**config.mk**
```make
export PLATFORM = sky130hd
export DESIGN_NAME = spi_master_bit_engine_core
export DESIGN_NICKNAME = d
export VERILOG_FILES = /design/src/design/spim_pkg.sv /design/src/design/spim_csr.sv /design/src/design/spim_engine.sv /design/src/design/spi_master_bit_engine_core.sv
export SDC_FILE = /design/constraint.sdc
export NUM_CORES = 1
export LEC_CHECK = 0
export ABC_CLOCK_PERIOD_IN_PS = 3500
export BUFFER_PORTS_ARGS = -buffer_cell sky130_fd_sc_hd__buf_2
export CAP_MARGIN = 20
export CORE_ASPECT_RATIO = 0.5
export CORE_MARGIN = 5
export CORE_UTILIZATION = 40
export CTS_CLUSTER_SIZE = 16
export DETAILED_ROUTE_END_ITERATION = 16
export SLEW_MARGIN = 20
export SYNTH_ARGS = -nofsm -noshare
export SYNTH_HDL_FRONTEND = slang
export SYNTH_HIERARCHICAL = 1
export SYNTH_SLANG_ARGS = --single-unit
```
**constraint.sdc**
```tcl
create_clock -name clock -period 3.5 [get_ports clock]
set_input_delay 0.175 -clock clock [delete_from_list [all_inputs] [get_ports clock]]
set_output_delay 0.175 -clock clock [all_outputs]
set_load 0.01 [all_outputs]
```
**src/design/spim_pkg.sv**
```systemverilog
`timescale 1ns / 1ps
// ----------------------------------------------------------------------------
// spim_pkg
// Shared types, codes and reset values of the spi master bit engine.
// ----------------------------------------------------------------------------
package spim_pkg;

   localparam int MAX_WORD_BITS_DEFAULT = 32;
   localparam int CSR_INDEX_BITS        = 3;
   localparam int CSR_DATA_BITS         = 16;

   localparam logic [15:0] HALF_PERIOD_RESET    = 16'd500;
   localparam logic        CLOCK_POLARITY_RESET = 1'b1;
   localparam logic        CLOCK_PHASE_RESET    = 1'b1;
   localparam logic        CS_ACTIVE_LOW_RESET  = 1'b1;
   localparam logic [5:0]  WORD_BITS_RESET      = 6'd8;

   typedef enum logic [CSR_INDEX_BITS-1:0] {
      REG_HALF_PERIOD    = 3'd0,
      REG_CLOCK_POLARITY = 3'd1,
      REG_CLOCK_PHASE    = 3'd2,
      REG_CS_ACTIVE_LOW  = 3'd3,
      REG_WORD_BITS      = 3'd4
   } reg_index_type;

   typedef enum logic [3:0] {
      ACT_TICK        = 4'd0,
      ACT_START       = 4'd1,
      ACT_STOP        = 4'd2,
      ACT_TRANSFER    = 4'd3,
      ACT_BIT_READ    = 4'd4,
      ACT_CLK_PULSE   = 4'd5,
      ACT_CLK_HIGH    = 4'd6,
      ACT_CLK_LOW     = 4'd7,
      ACT_MOSI_HIGH   = 4'd8,
      ACT_MOSI_LOW    = 4'd9,
      ACT_SAMPLE_MISO = 4'd10
   } action_type;

   typedef enum logic [1:0] {
      OP_IDLE      = 2'd0,
      OP_TRANSFER  = 2'd1,
      OP_BIT_READ  = 2'd2,
      OP_CLK_PULSE = 2'd3
   } op_kind_type;

   typedef struct packed {
      logic [15:0] half_period;
      logic        clock_polarity;
      logic        clock_phase;
      logic        cs_active_low;
      logic [5:0]  word_bits;
   } cfg_type;

   typedef struct packed {
      logic [3:0]  action;
      logic [31:0] tx_word;
      logic        miso_level;
   } req_type;

   typedef struct packed {
      logic        clk_level;
      logic        mosi_level;
      logic        cs_level;
      logic        busy_res;
      logic [31:0] rx_word;
      logic        rx_valid;
      logic        command_ignored;
   } rsp_type;

endpackage

```
**src/design/spim_csr.sv**
```systemverilog
`timescale 1ns / 1ps
// ----------------------------------------------------------------------------
// spim_csr
// Configuration registers, written through the csr channel.
// ----------------------------------------------------------------------------
module spim_csr (
   input  logic                                clock,
   input  logic                                reset,
   input  logic                                csr_valid,
   output logic                                csr_ready,
   input  logic [spim_pkg::CSR_INDEX_BITS-1:0] csr_index,
   input  logic [spim_pkg::CSR_DATA_BITS-1:0]  csr_wdata,
   output spim_pkg::cfg_type                   cfg
);

   spim_pkg::cfg_type cfg_ff;
   spim_pkg::cfg_type cfg_in;
   logic              write;

   assign csr_ready = 1'b1;
   assign write     = csr_valid && csr_ready;

   always_comb begin
      cfg_in = cfg_ff;
      if (write) begin
         case (spim_pkg::reg_index_type'(csr_index))
            spim_pkg::REG_HALF_PERIOD:    cfg_in.half_period    = csr_wdata[15:0];
            spim_pkg::REG_CLOCK_POLARITY: cfg_in.clock_polarity = csr_wdata[0];
            spim_pkg::REG_CLOCK_PHASE:    cfg_in.clock_phase    = csr_wdata[0];
            spim_pkg::REG_CS_ACTIVE_LOW:  cfg_in.cs_active_low  = csr_wdata[0];
            spim_pkg::REG_WORD_BITS:      cfg_in.word_bits      = csr_wdata[5:0];
            default: ;  // writes beyond the register list are dropped
         endcase
      end
   end

   always_ff @(posedge clock) begin
      if (reset) begin
         cfg_ff.half_period    <= spim_pkg::HALF_PERIOD_RESET;
         cfg_ff.clock_polarity <= spim_pkg::CLOCK_POLARITY_RESET;
         cfg_ff.clock_phase    <= spim_pkg::CLOCK_PHASE_RESET;
         cfg_ff.cs_active_low  <= spim_pkg::CS_ACTIVE_LOW_RESET;
         cfg_ff.word_bits      <= spim_pkg::WORD_BITS_RESET;
      end else begin
         cfg_ff <= cfg_in;
      end
   end

   assign cfg = cfg_ff;

endmodule

```
**src/design/spim_engine.sv**
```systemverilog
`timescale 1ns / 1ps
// ----------------------------------------------------------------------------
// spim_engine
// Pin state, shift registers and half period timer; one tick per step.
// ----------------------------------------------------------------------------
module spim_engine #(
   parameter int MAX_WORD_BITS = spim_pkg::MAX_WORD_BITS_DEFAULT
) (
   input  logic              clock,
   input  logic              reset,
   input  logic              step,
   input  spim_pkg::req_type req,
   input  spim_pkg::cfg_type cfg,
   output spim_pkg::rsp_type res
);

   localparam logic [5:0] WORD_LIMIT = (MAX_WORD_BITS < 32) ? 6'(MAX_WORD_BITS) : 6'd32;

   spim_pkg::op_kind_type op_kind_ff, op_kind_in;
   logic [31:0] tx_shift_ff, tx_shift_in;
   logic [31:0] rx_shift_ff, rx_shift_in;
   logic [5:0]  bits_left_ff, bits_left_in;
   logic [15:0] tick_count_ff, tick_count_in;
   logic        half_phase_ff, half_phase_in;
   logic        clk_ff, clk_in;
   logic        mosi_ff, mosi_in;
   logic        cs_ff, cs_in;

   spim_pkg::action_type action;
   logic [15:0] hp;
   logic [16:0] tick_sum;
   logic [15:0] tick_next;
   logic        expire;
   logic [5:0]  n_bits;
   logic [31:0] tx_aligned;

   assign action     = spim_pkg::action_type'(req.action);
   assign hp         = (cfg.half_period == 16'd0) ? 16'd1 : cfg.half_period;
   assign tick_sum   = {1'b0, tick_count_ff} + 17'd1;
   assign tick_next  = tick_sum[15:0];
   assign expire     = tick_next >= hp;
   assign n_bits     = (cfg.word_bits == 6'd0) ? 6'd1 :
                       (cfg.word_bits > WORD_LIMIT) ? WORD_LIMIT : cfg.word_bits;
   // word msb lands in bit 31, bits above the word fall off
   assign tx_aligned = req.tx_word << (6'd32 - n_bits);

   // next operation
   always_comb begin
      op_kind_in = op_kind_ff;
      if (op_kind_ff != spim_pkg::OP_IDLE) begin
         if (expire && !half_phase_ff) begin
            if (op_kind_ff == spim_pkg::OP_CLK_PULSE || bits_left_ff == 6'd0) begin
               op_kind_in = spim_pkg::OP_IDLE;
            end
         end
      end else begin
         case (action)
            spim_pkg::ACT_TRANSFER:  op_kind_in = spim_pkg::OP_TRANSFER;
            spim_pkg::ACT_BIT_READ:  op_kind_in = spim_pkg::OP_BIT_READ;
            spim_pkg::ACT_CLK_PULSE: op_kind_in = spim_pkg::OP_CLK_PULSE;
            default: ;
         endcase
      end
   end

   // pins, shifters and result
   always_comb begin
      tx_shift_in   = tx_shift_ff;
      rx_shift_in   = rx_shift_ff;
      bits_left_in  = bits_left_ff;
      tick_count_in = tick_count_ff;
      half_phase_in = half_phase_ff;
      clk_in        = clk_ff;
      mosi_in       = mosi_ff;
      cs_in         = cs_ff;
      res           = '0;
      if (op_kind_ff != spim_pkg::OP_IDLE) begin
         res.command_ignored = (req.action >= spim_pkg::ACT_START) &&
                               (req.action <= spim_pkg::ACT_SAMPLE_MISO);
         tick_count_in = tick_next;
         if (expire) begin
            tick_count_in = '0;
            if (op_kind_ff == spim_pkg::OP_CLK_PULSE) begin
               if (half_phase_ff) begin
                  clk_in        = cfg.clock_polarity;
                  half_phase_in = 1'b0;
               end
            end else if (half_phase_ff) begin
               // trailing half: toggle and sample
               clk_in        = ~clk_ff;
               rx_shift_in   = {rx_shift_ff[30:0], req.miso_level};
               if (bits_left_ff != 6'd0) begin
                  bits_left_in = bits_left_ff - 6'd1;
               end
               half_phase_in = 1'b0;
            end else begin
               if (!cfg.clock_phase) begin
                  clk_in = ~clk_ff;
               end
               if (bits_left_ff != 6'd0) begin
                  // leading half of the next bit
                  if (cfg.clock_phase) begin
                     clk_in = ~clk_ff;
                  end
                  mosi_in       = tx_shift_ff[31];
                  tx_shift_in   = {tx_shift_ff[30:0], 1'b0};
                  half_phase_in = 1'b1;
               end else begin
                  res.rx_word  = rx_shift_ff;
                  res.rx_valid = 1'b1;
               end
            end
         end
      end else begin
         case (action)
            spim_pkg::ACT_START: cs_in = ~cfg.cs_active_low;
            spim_pkg::ACT_STOP:  cs_in = cfg.cs_active_low;
            spim_pkg::ACT_TRANSFER: begin
               clk_in        = cfg.clock_polarity ^ cfg.clock_phase;
               mosi_in       = tx_aligned[31];
               tx_shift_in   = {tx_aligned[30:0], 1'b0};
               rx_shift_in   = '0;
               bits_left_in  = n_bits;
               tick_count_in = '0;
               half_phase_in = 1'b1;
            end
            spim_pkg::ACT_BIT_READ: begin
               clk_in        = clk_ff ^ cfg.clock_phase;
               mosi_in       = 1'b1;
               tx_shift_in   = {{31{1'b1}}, 1'b0};
               rx_shift_in   = '0;
               bits_left_in  = 6'd1;
               tick_count_in = '0;
               half_phase_in = 1'b1;
            end
            spim_pkg::ACT_CLK_PULSE: begin
               clk_in        = ~cfg.clock_polarity;
               tick_count_in = '0;
               half_phase_in = 1'b1;
            end
            spim_pkg::ACT_CLK_HIGH:  clk_in  = 1'b1;
            spim_pkg::ACT_CLK_LOW:   clk_in  = 1'b0;
            spim_pkg::ACT_MOSI_HIGH: mosi_in = 1'b1;
            spim_pkg::ACT_MOSI_LOW:  mosi_in = 1'b0;
            spim_pkg::ACT_SAMPLE_MISO: begin
               res.rx_word  = {31'd0, req.miso_level};
               res.rx_valid = 1'b1;
            end
            default: ;
         endcase
      end
      res.clk_level  = clk_in;
      res.mosi_level = mosi_in;
      res.cs_level   = cs_in;
      res.busy_res   = op_kind_in != spim_pkg::OP_IDLE;
   end

   always_ff @(posedge clock) begin
      if (reset) begin
         op_kind_ff    <= spim_pkg::OP_IDLE;
         tx_shift_ff   <= '0;
         rx_shift_ff   <= '0;
         bits_left_ff  <= '0;
         tick_count_ff <= '0;
         half_phase_ff <= 1'b0;
         clk_ff        <= spim_pkg::CLOCK_POLARITY_RESET;
         mosi_ff       <= 1'b0;
         cs_ff         <= spim_pkg::CS_ACTIVE_LOW_RESET;
      end else if (step) begin
         op_kind_ff    <= op_kind_in;
         tx_shift_ff   <= tx_shift_in;
         rx_shift_ff   <= rx_shift_in;
         bits_left_ff  <= bits_left_in;
         tick_count_ff <= tick_count_in;
         half_phase_ff <= half_phase_in;
         clk_ff        <= clk_in;
         mosi_ff       <= mosi_in;
         cs_ff         <= cs_in;
      end
   end

   a_idle_never_flags: assert property (@(posedge clock) disable iff (reset)
      (op_kind_ff == spim_pkg::OP_IDLE) |-> !res.command_ignored)
      else $error("command flagged while idle");

   a_bits_in_range: assert property (@(posedge clock) disable iff (reset)
      bits_left_ff <= WORD_LIMIT)
      else $error("bit count beyond word limit");

   a_rx_only_when_idle_after: assert property (@(posedge clock) disable iff (reset)
      res.rx_valid |-> (op_kind_in == spim_pkg::OP_IDLE))
      else $error("received word reported while still busy");

endmodule

```
**src/design/spi_master_bit_engine_core.sv**
```systemverilog
`timescale 1ns / 1ps
// ----------------------------------------------------------------------------
// spi_master_bit_engine_core
// SPI master bit engine for clock modes 0 to 3, driven one tick at a time.
// ----------------------------------------------------------------------------
// Each request transaction is one tick of the bit timer and carries a command
// and the present MISO level; it yields exactly one response transaction with
// the pin levels after the tick, busy, any received word and the dropped
// command flag. Throughput is one transaction per clock cycle while responses
// are taken: the whole tick is one pass of logic from the engine state into
// the response register, so a response appears the cycle after acceptance and
// a new request is taken in the same cycle as the previous response is taken.
// Configuration writes are accepted at any time but are meant for idle
// periods; the engine reads the registers live at each half period.
module spi_master_bit_engine_core #(
   parameter int MAX_WORD_BITS = spim_pkg::MAX_WORD_BITS_DEFAULT
) (
   input  logic                                clock,
   input  logic                                reset,
   // request channel
   input  logic                                req_valid,
   output logic                                req_ready,
   input  spim_pkg::req_type                   req_payload,
   // response channel
   output logic                                rsp_valid,
   input  logic                                rsp_ready,
   output spim_pkg::rsp_type                   rsp_payload,
   // configuration write channel
   input  logic                                csr_valid,
   output logic                                csr_ready,
   input  logic [spim_pkg::CSR_INDEX_BITS-1:0] csr_index,
   input  logic [spim_pkg::CSR_DATA_BITS-1:0]  csr_wdata
);

   spim_pkg::cfg_type cfg;
   spim_pkg::rsp_type res;
   spim_pkg::rsp_type rsp_data_ff;
   logic              rsp_valid_ff, rsp_valid_in;
   logic              step;

   // a request moves whenever the response register is empty or draining
   assign req_ready = !rsp_valid_ff || rsp_ready;
   assign step      = req_valid && req_ready;

   spim_csr u_csr (
      .clock     (clock),
      .reset     (reset),
      .csr_valid (csr_valid),
      .csr_ready (csr_ready),
      .csr_index (csr_index),
      .csr_wdata (csr_wdata),
      .cfg       (cfg)
   );

   spim_engine #(
      .MAX_WORD_BITS (MAX_WORD_BITS)
   ) u_engine (
      .clock (clock),
      .reset (reset),
      .step  (step),
      .req   (req_payload),
      .cfg   (cfg),
      .res   (res)
   );

   // response register valid: set by a step, cleared once taken
   always_comb begin
      rsp_valid_in = rsp_valid_ff;
      if (step) begin
         rsp_valid_in = 1'b1;
      end else if (rsp_ready) begin
         rsp_valid_in = 1'b0;
      end
   end

   always_ff @(posedge clock) begin
      if (reset) begin
         rsp_valid_ff <= 1'b0;
      end else begin
         rsp_valid_ff <= rsp_valid_in;
      end
   end

   // response payload, no reset needed
   always_ff @(posedge clock) begin
      if (step) begin
         rsp_data_ff <= res;
      end
   end

   assign rsp_valid   = rsp_valid_ff;
   assign rsp_payload = rsp_data_ff;

   // a held response blocks new requests, so no transaction is overwritten
   a_no_overwrite: assert property (@(posedge clock) disable iff (reset)
      (rsp_valid_ff && !rsp_ready) |-> !step)
      else $error("request accepted over a pending response");

endmodule
```
# == Word level (Yosys, flattened, before mapping) ==
# Index checks and enable logic that the tools add are counted.
# Widths: inputs -> output; s select.
# classes
add_sub_neg,3
order_cmp,4
n_eq_ne,20
shift,1
mux,58
bitwise_logic,5
n_reduce_logical,31
# op_table
cell,n
$mux 32,10
$mux 33,5
$mux 16,4
$pmux 32 s2,1
$mux 6,7
$shl 32x6->32,1
$mux 1,22
$add 16x1->16 const B,1
$eq 4x3->1 const B,4
$ge 16x16->1,1
$logic_not 16->1,1
$eq 4x4->1 const B,3
$logic_not 6->1,2
$pmux 6 s2,1
$reduce_and 2->1,6
$reduce_and 6->1,2
$reduce_bool 2->1,5
$eq 4x2->1 const B,2
$mux 2,4
$eq 3x2->1 const B,2
$gt 6x6->1 const B,1
$ne 2x2->1 const B,3
$pmux 2 s3,1
$reduce_bool 6->1,1
23 further kinds,32
# word_totals
register_bits,156
inputBits,61
output_inout_bits,41
word_cells,144

# == Longest topological paths before layout ==
# depth
word_depth,8
ltp_mapped,19
mapped_depth_nobuf,16

# == Modules after synthesis ==
# Netlist, hierarchy kept.
# modules_own_cells
mod,n_inst,cells_per_inst,area_each_um2,seq_area_each_um2
spim_engine,1,1020,7591.0,1821.7
spi_master_bit_engine_core,1,43,1196.1,1161.1
spim_csr,1,112,1141.1,500.5

# == Worst setup path before layout ==
# Ideal clock, no wire load.
# synth_path
path_kind,register -> register
startpoint,reg u_engine.tick_count_ff[0]
endpoint,reg u_engine.bits_left_ff[5]
setup_ns,0.128
arrival_time_ns,3.677
t_required_ns,3.372
slack_ns,-0.305
path_stages_with_launch,20
path_buffers,3
synth_period_minus_slack_ns,3.805
cell_sequence,dfxtp_1 -> ha_1 -> and3_1 -> and3_1 -> and3_1 -> clkbuf_1 -> nand3_1 -> nor2_1 -> xor2_1 -> ha_1 -> nand2_1 -> nor2_1 -> a211oi_1 -> a31oi_1 -> o211ai_1 -> clkbuf_1 -> buf_1 -> nor2_1 -> a21oi_1 -> nor2_1
# synth_between
elab_chain_cells,4
# synth_lines
item,line_no,text
"start, declared",spim_engine.sv:23,"logic [15:0] tick_count_ff, tick_count_in;"
"start signal, assigned",spim_engine.sv:174,tick_count_ff <= tick_count_in;
$add 16x1->16,spim_engine.sv:39,"assign tick_sum = {1'b0, tick_count_ff} + 17'd1;"
$ge 16x16->1,spim_engine.sv:41,assign expire = tick_next >= hp;
$ne 2x1->1 (no line),--,
$reduce_and 6->1 (no line),--,
"end signal, assigned",spim_engine.sv:173,bits_left_ff <= bits_left_in;
"end, declared",spim_engine.sv:22,"logic [5:0] bits_left_ff, bits_left_in;"
# Every way passes these cells.
# A chain may end at the register's enable or synchronous reset.

# == Final worst setup path ==
# layout_path
startpoint,reg u_engine.tick_count_ff[1]
endpoint,reg u_engine.tx_shift_ff[25]
# layout_between
elab_chain_cells,4
# layout_lines
item,line_no,text
$add 16x1->16,spim_engine.sv:39,
$ge 16x16->1,spim_engine.sv:41,
$ne 2x1->1 (no line),--,
$reduce_and 6->1 (no line),--,
"end signal, assigned",spim_engine.sv:171,tx_shift_ff <= tx_shift_in;
"end, declared",spim_engine.sv:20,"logic [31:0] tx_shift_ff, tx_shift_in;"
# Every way passes these cells.

==> results.sh <==
export IMPL_cpMostUsedCell="and3_4"
export IMPL_hpwl_mm=19.4
export IMPL_synth_area_sq_mm=0.00993
export IMPL_rsz0062_at_grt="true"
export IMPL_drive_gt1_frac=0.231
export IMPL_start_util=0.410
export IMPL_max_freq_mhz=289
export IMPL_antenna_cells=0
export IMPL_yosysUniqueCellTypes=89
export IMPL_wirelength_mm=28.2
export IMPL_gr_total_overflow=0
export IMPL_die_h_microns=121
export IMPL_instances_no_fill=1635
export IMPL_drt_iter0_markers=878
export IMPL_yosys_warnings=6
export IMPL_drt_first_pass_iters=5
export IMPL_max_vdd_ir_drop_v=0.000357
export IMPL_arrival_ps=3780
export IMPL_cap_violations=0
export IMPL_ant_nets=0
export IMPL_p_per_area_mw_per_mm2=381
export IMPL_vias=9215
export IMPL_synth_edf_count=38
export IMPL_root_buffer="clkbuf_16"
export IMPL_rows=40
export IMPL_grt_pass1_wl_mm=44.8
export IMPL_synth_async_reset_ratio=0
export IMPL_finClkSkew_ps=8.29
export IMPL_leakagePower_nw=4.69
export IMPL_worstSkewPairLatency_ps=430
export IMPL_worst_path_max_fanout=8
export IMPL_cp_cell_sequence="ha_4, and3_4, and3_4, and3_4, buf_4, xor2_1, ha_1, and4_1, a21oi_1, a21o_1, nand4_1, o211ai_4, nor2_2, buf_6, a21boi_2, a32o_1"
export IMPL_cp_num_buf_inv=2
export IMPL_final_hold_viol_count=0
export IMPL_die_w_microns=233
export IMPL_finalMaxSlewViolations=0
export IMPL_yosys_area_top_type="dfxtp_1"
export IMPL_ys_seq_area_frac=0.351
export IMPL_slowest_stage="dfxtp_4"
export IMPL_synthFlopType="dfxtp_1"
export IMPL_yosysTopAreaCellShare=0.236
export IMPL_wl_per_cell_microns=17.3
export IMPL_ys_ff_latch=155
export IMPL_n_fill_cell=2362
export IMPL_cts_buffers=17
export IMPL_place_inst=1576
export IMPL_boundaryPins=102
export IMPL_final_nets=1368
export IMPL_htreeDepth=4
export IMPL_synth_nets=1257
export IMPL_cpLargestDelayFamily="simple AND/OR/NAND/NOR gates"
export IMPL_antenna_found_initial=0
export IMPL_core_sq_mm=0.0242
export IMPL_cts_tree="yes"
export IMPL_worstPathRequired_ps=3820
export IMPL_cts_sinks=155
export IMPL_min_period_over_period=0.989
export IMPL_cts_max_path_buffers=2
export IMPL_critical_path_class="reg2reg"
export IMPL_die_area_sq_mm=0.0283
export IMPL_fin_crit_ps=3460
export IMPL_cpPeakStageDelay_ps=370
export IMPL_grt_pass1_vias=8646
export IMPL_critPathCaptureType="flip-flop"
export IMPL_viasPerCell=5.64
export IMPL_synth_avg_cell_area_sq_um=8.45
export IMPL_drc=0
export IMPL_yosys_top_cells_area="dfxtp_1, edfxtp_1, nor2_1"
export IMPL_numPortBuffers=100
export IMPL_tightest_slew_ps=778
export IMPL_grtUsageTotal=0.192
export IMPL_slew_headroom=0.468
export IMPL_crit_path_start_kind="flip-flop"
export IMPL_grt_max_degree=77
export IMPL_status="completed"
export IMPL_hold_class="in2reg"
export IMPL_syn_inst=1175
export IMPL_setup_viol=0
export IMPL_clk_pin_slew_ps=70
export IMPL_area_growth_pct=22.0
export IMPL_gp_congestion=0.943
export IMPL_p_total_w=0.00461
layout make-up:
| type | instances | area [sq um] | area share |
|---|---|---|---|
| multi-input combinational | 898 | 6190 | 0.511 |
| sequential | 155 | 3490 | 0.288 |
| timing repair buffer | 183 | 1290 | 0.107 |
| clock buffer | 18 | 429 | 0.0354 |
| tap | 336 | 420 | 0.0347 |
| clock inverter | 14 | 175 | 0.0145 |
| inverter | 31 | 116 | 0.00961 |
power breakdown:
part           internal, W  total, W  switching [W]
sequential         0.00188   0.00190      0.0000279
clock              0.00109   0.00190       0.000815
combinational     0.000323  0.000808       0.000484
total              0.00329   0.00461        0.00133
worst paths after layout:
| check | slack (ps) | end | cells after the start | from |
|---|---|---|---|---|
| worst max-delay path | 40 | u_engine/tx_shift_ff[25] | 16 | u_engine/tick_count_ff[1] |
| worst min-delay path | 20 | u_csr/cfg[24] | 3 | csr_wdata[15] |
| worst max register to register | 40 | u_engine/tx_shift_ff[25] | 16 | u_engine/tick_count_ff[1] |
| worst min register to register | 460 | u_engine/tx_shift_ff[1] | 2 | u_engine/tx_shift_ff[1] |
what timing repair did:
item	4_1_cts	5_1_grt
resized for setup	12	53
endpoints found under the hold margin	6	0
setup endpoints to repair	94	116
gates cloned	1	6
setup buffers	3	11
pin swaps	3	23
hold buffers	6	0
through the flow:
step,util,area [sq um],TNS (ps),hold WS (ps),worst slack (ps)
2_1_floorplan,-,9970,0,237,11.1
3_3_place_gp,0.452,10900,-2090,427,-77.0
3_5_place_dp,0.452,10900,-4990,435,-167
4_1_cts,0.483,11700,-20.2,3.41,-9.26
5_1_grt,0.500,12100,-6100,6.08,-146
6_report,0.500,12100,0,22.6,39.7
logic make-up after synthesis:
logic type / synth area share
other: 0.000378
DFF: 0.351
AOI/OAI and AO/OA: 0.182
and+or+nand+nor: 0.233
adders and majority gates: 0.0285
muxes: 0.134
buffers and inverters: 0.0536
xor gates and xnor gates: 0.0187
Yosys cell counts, types with 5 or more instances:
cell type and count:
xnor2_1 10, nand2b_1 31, o22ai_1 10, and2_1 37, edfxtp_1 38, clkbuf_1 65, xor2_1 8, nor3_1 23
dfxtp_1 117, buf_1 6, nor2_1 174, nor4_1 9, o21ai_1 7, mux2i_1 57, nand3_1 30, o211ai_1 17
mux4_2 19, o21ai_0 44, nand2_1 111, a21o_1 7, ha_1 21, nand4_1 5, buf_2 12, nor3b_1 6
a211oi_1 9, inv_1 30, and3_1 13, a32oi_1 5, mux4_1 6, a21oi_1 106, nor2b_1 7, mux2_2 14
or3_1 5, or2_2 5, a31oi_1 5, nand3b_1 7, o221ai_1 9, buf_4 5
layout by cell type, fill, tap and decap left out, types with 7 or more instances in the layout:
cell       instances
nor4_1             9
ha_1              19
inv_1             30
a21oi_1          102
mux2i_1           57
nor2_1           168
xnor2_1            8
and3_1             9
edfxtp_1          38
o211ai_1          17
mux2_2            14
nand2b_1          31
buf_2            100
dfxtp_1          115
o221ai_1           9
buf_4             62
o21ai_0           42
nand2_1          111
mux4_2            19
and2_1            37
nand3_1           27
o22ai_1           10
clkbuf_16         21
nor3_1            18
xor2_1             7
a21o_1             7
nand3b_1           7
o21ai_1            8
state kept, by name (all words and copies together) (netlist names):
register,flops
rsp_payload,38
rsp_valid,1
u_csr/cfg,25
u_engine/bits_left_ff,6
u_engine/clk_ff,1
u_engine/cs_ff,1
u_engine/half_phase_ff,1
u_engine/mosi_ff,1
u_engine/op_kind_ff,2
u_engine/rx_shift_ff,32
u_engine/tick_count_ff,16
u_engine/tx_shift_ff,31
routing by layer:
layer | part of all wire | track usage | up-vias
met2 | 0.46 | 0.305 | 263
met3 | 0.054 | 0.0433 | 37
met1 | 0.47 | 0.265 | 4434
met5 | 0 | 0 | -
li1 | - | - | 4481
met4 | 0.016 | 0.0523 | 0
tightest hold or removal path, cell delays in order:
cell	delay, ps
buf_2	100
nand2b_1	60
mux2i_1	70
Note: power is estimated with default switching activity, not from simulation.
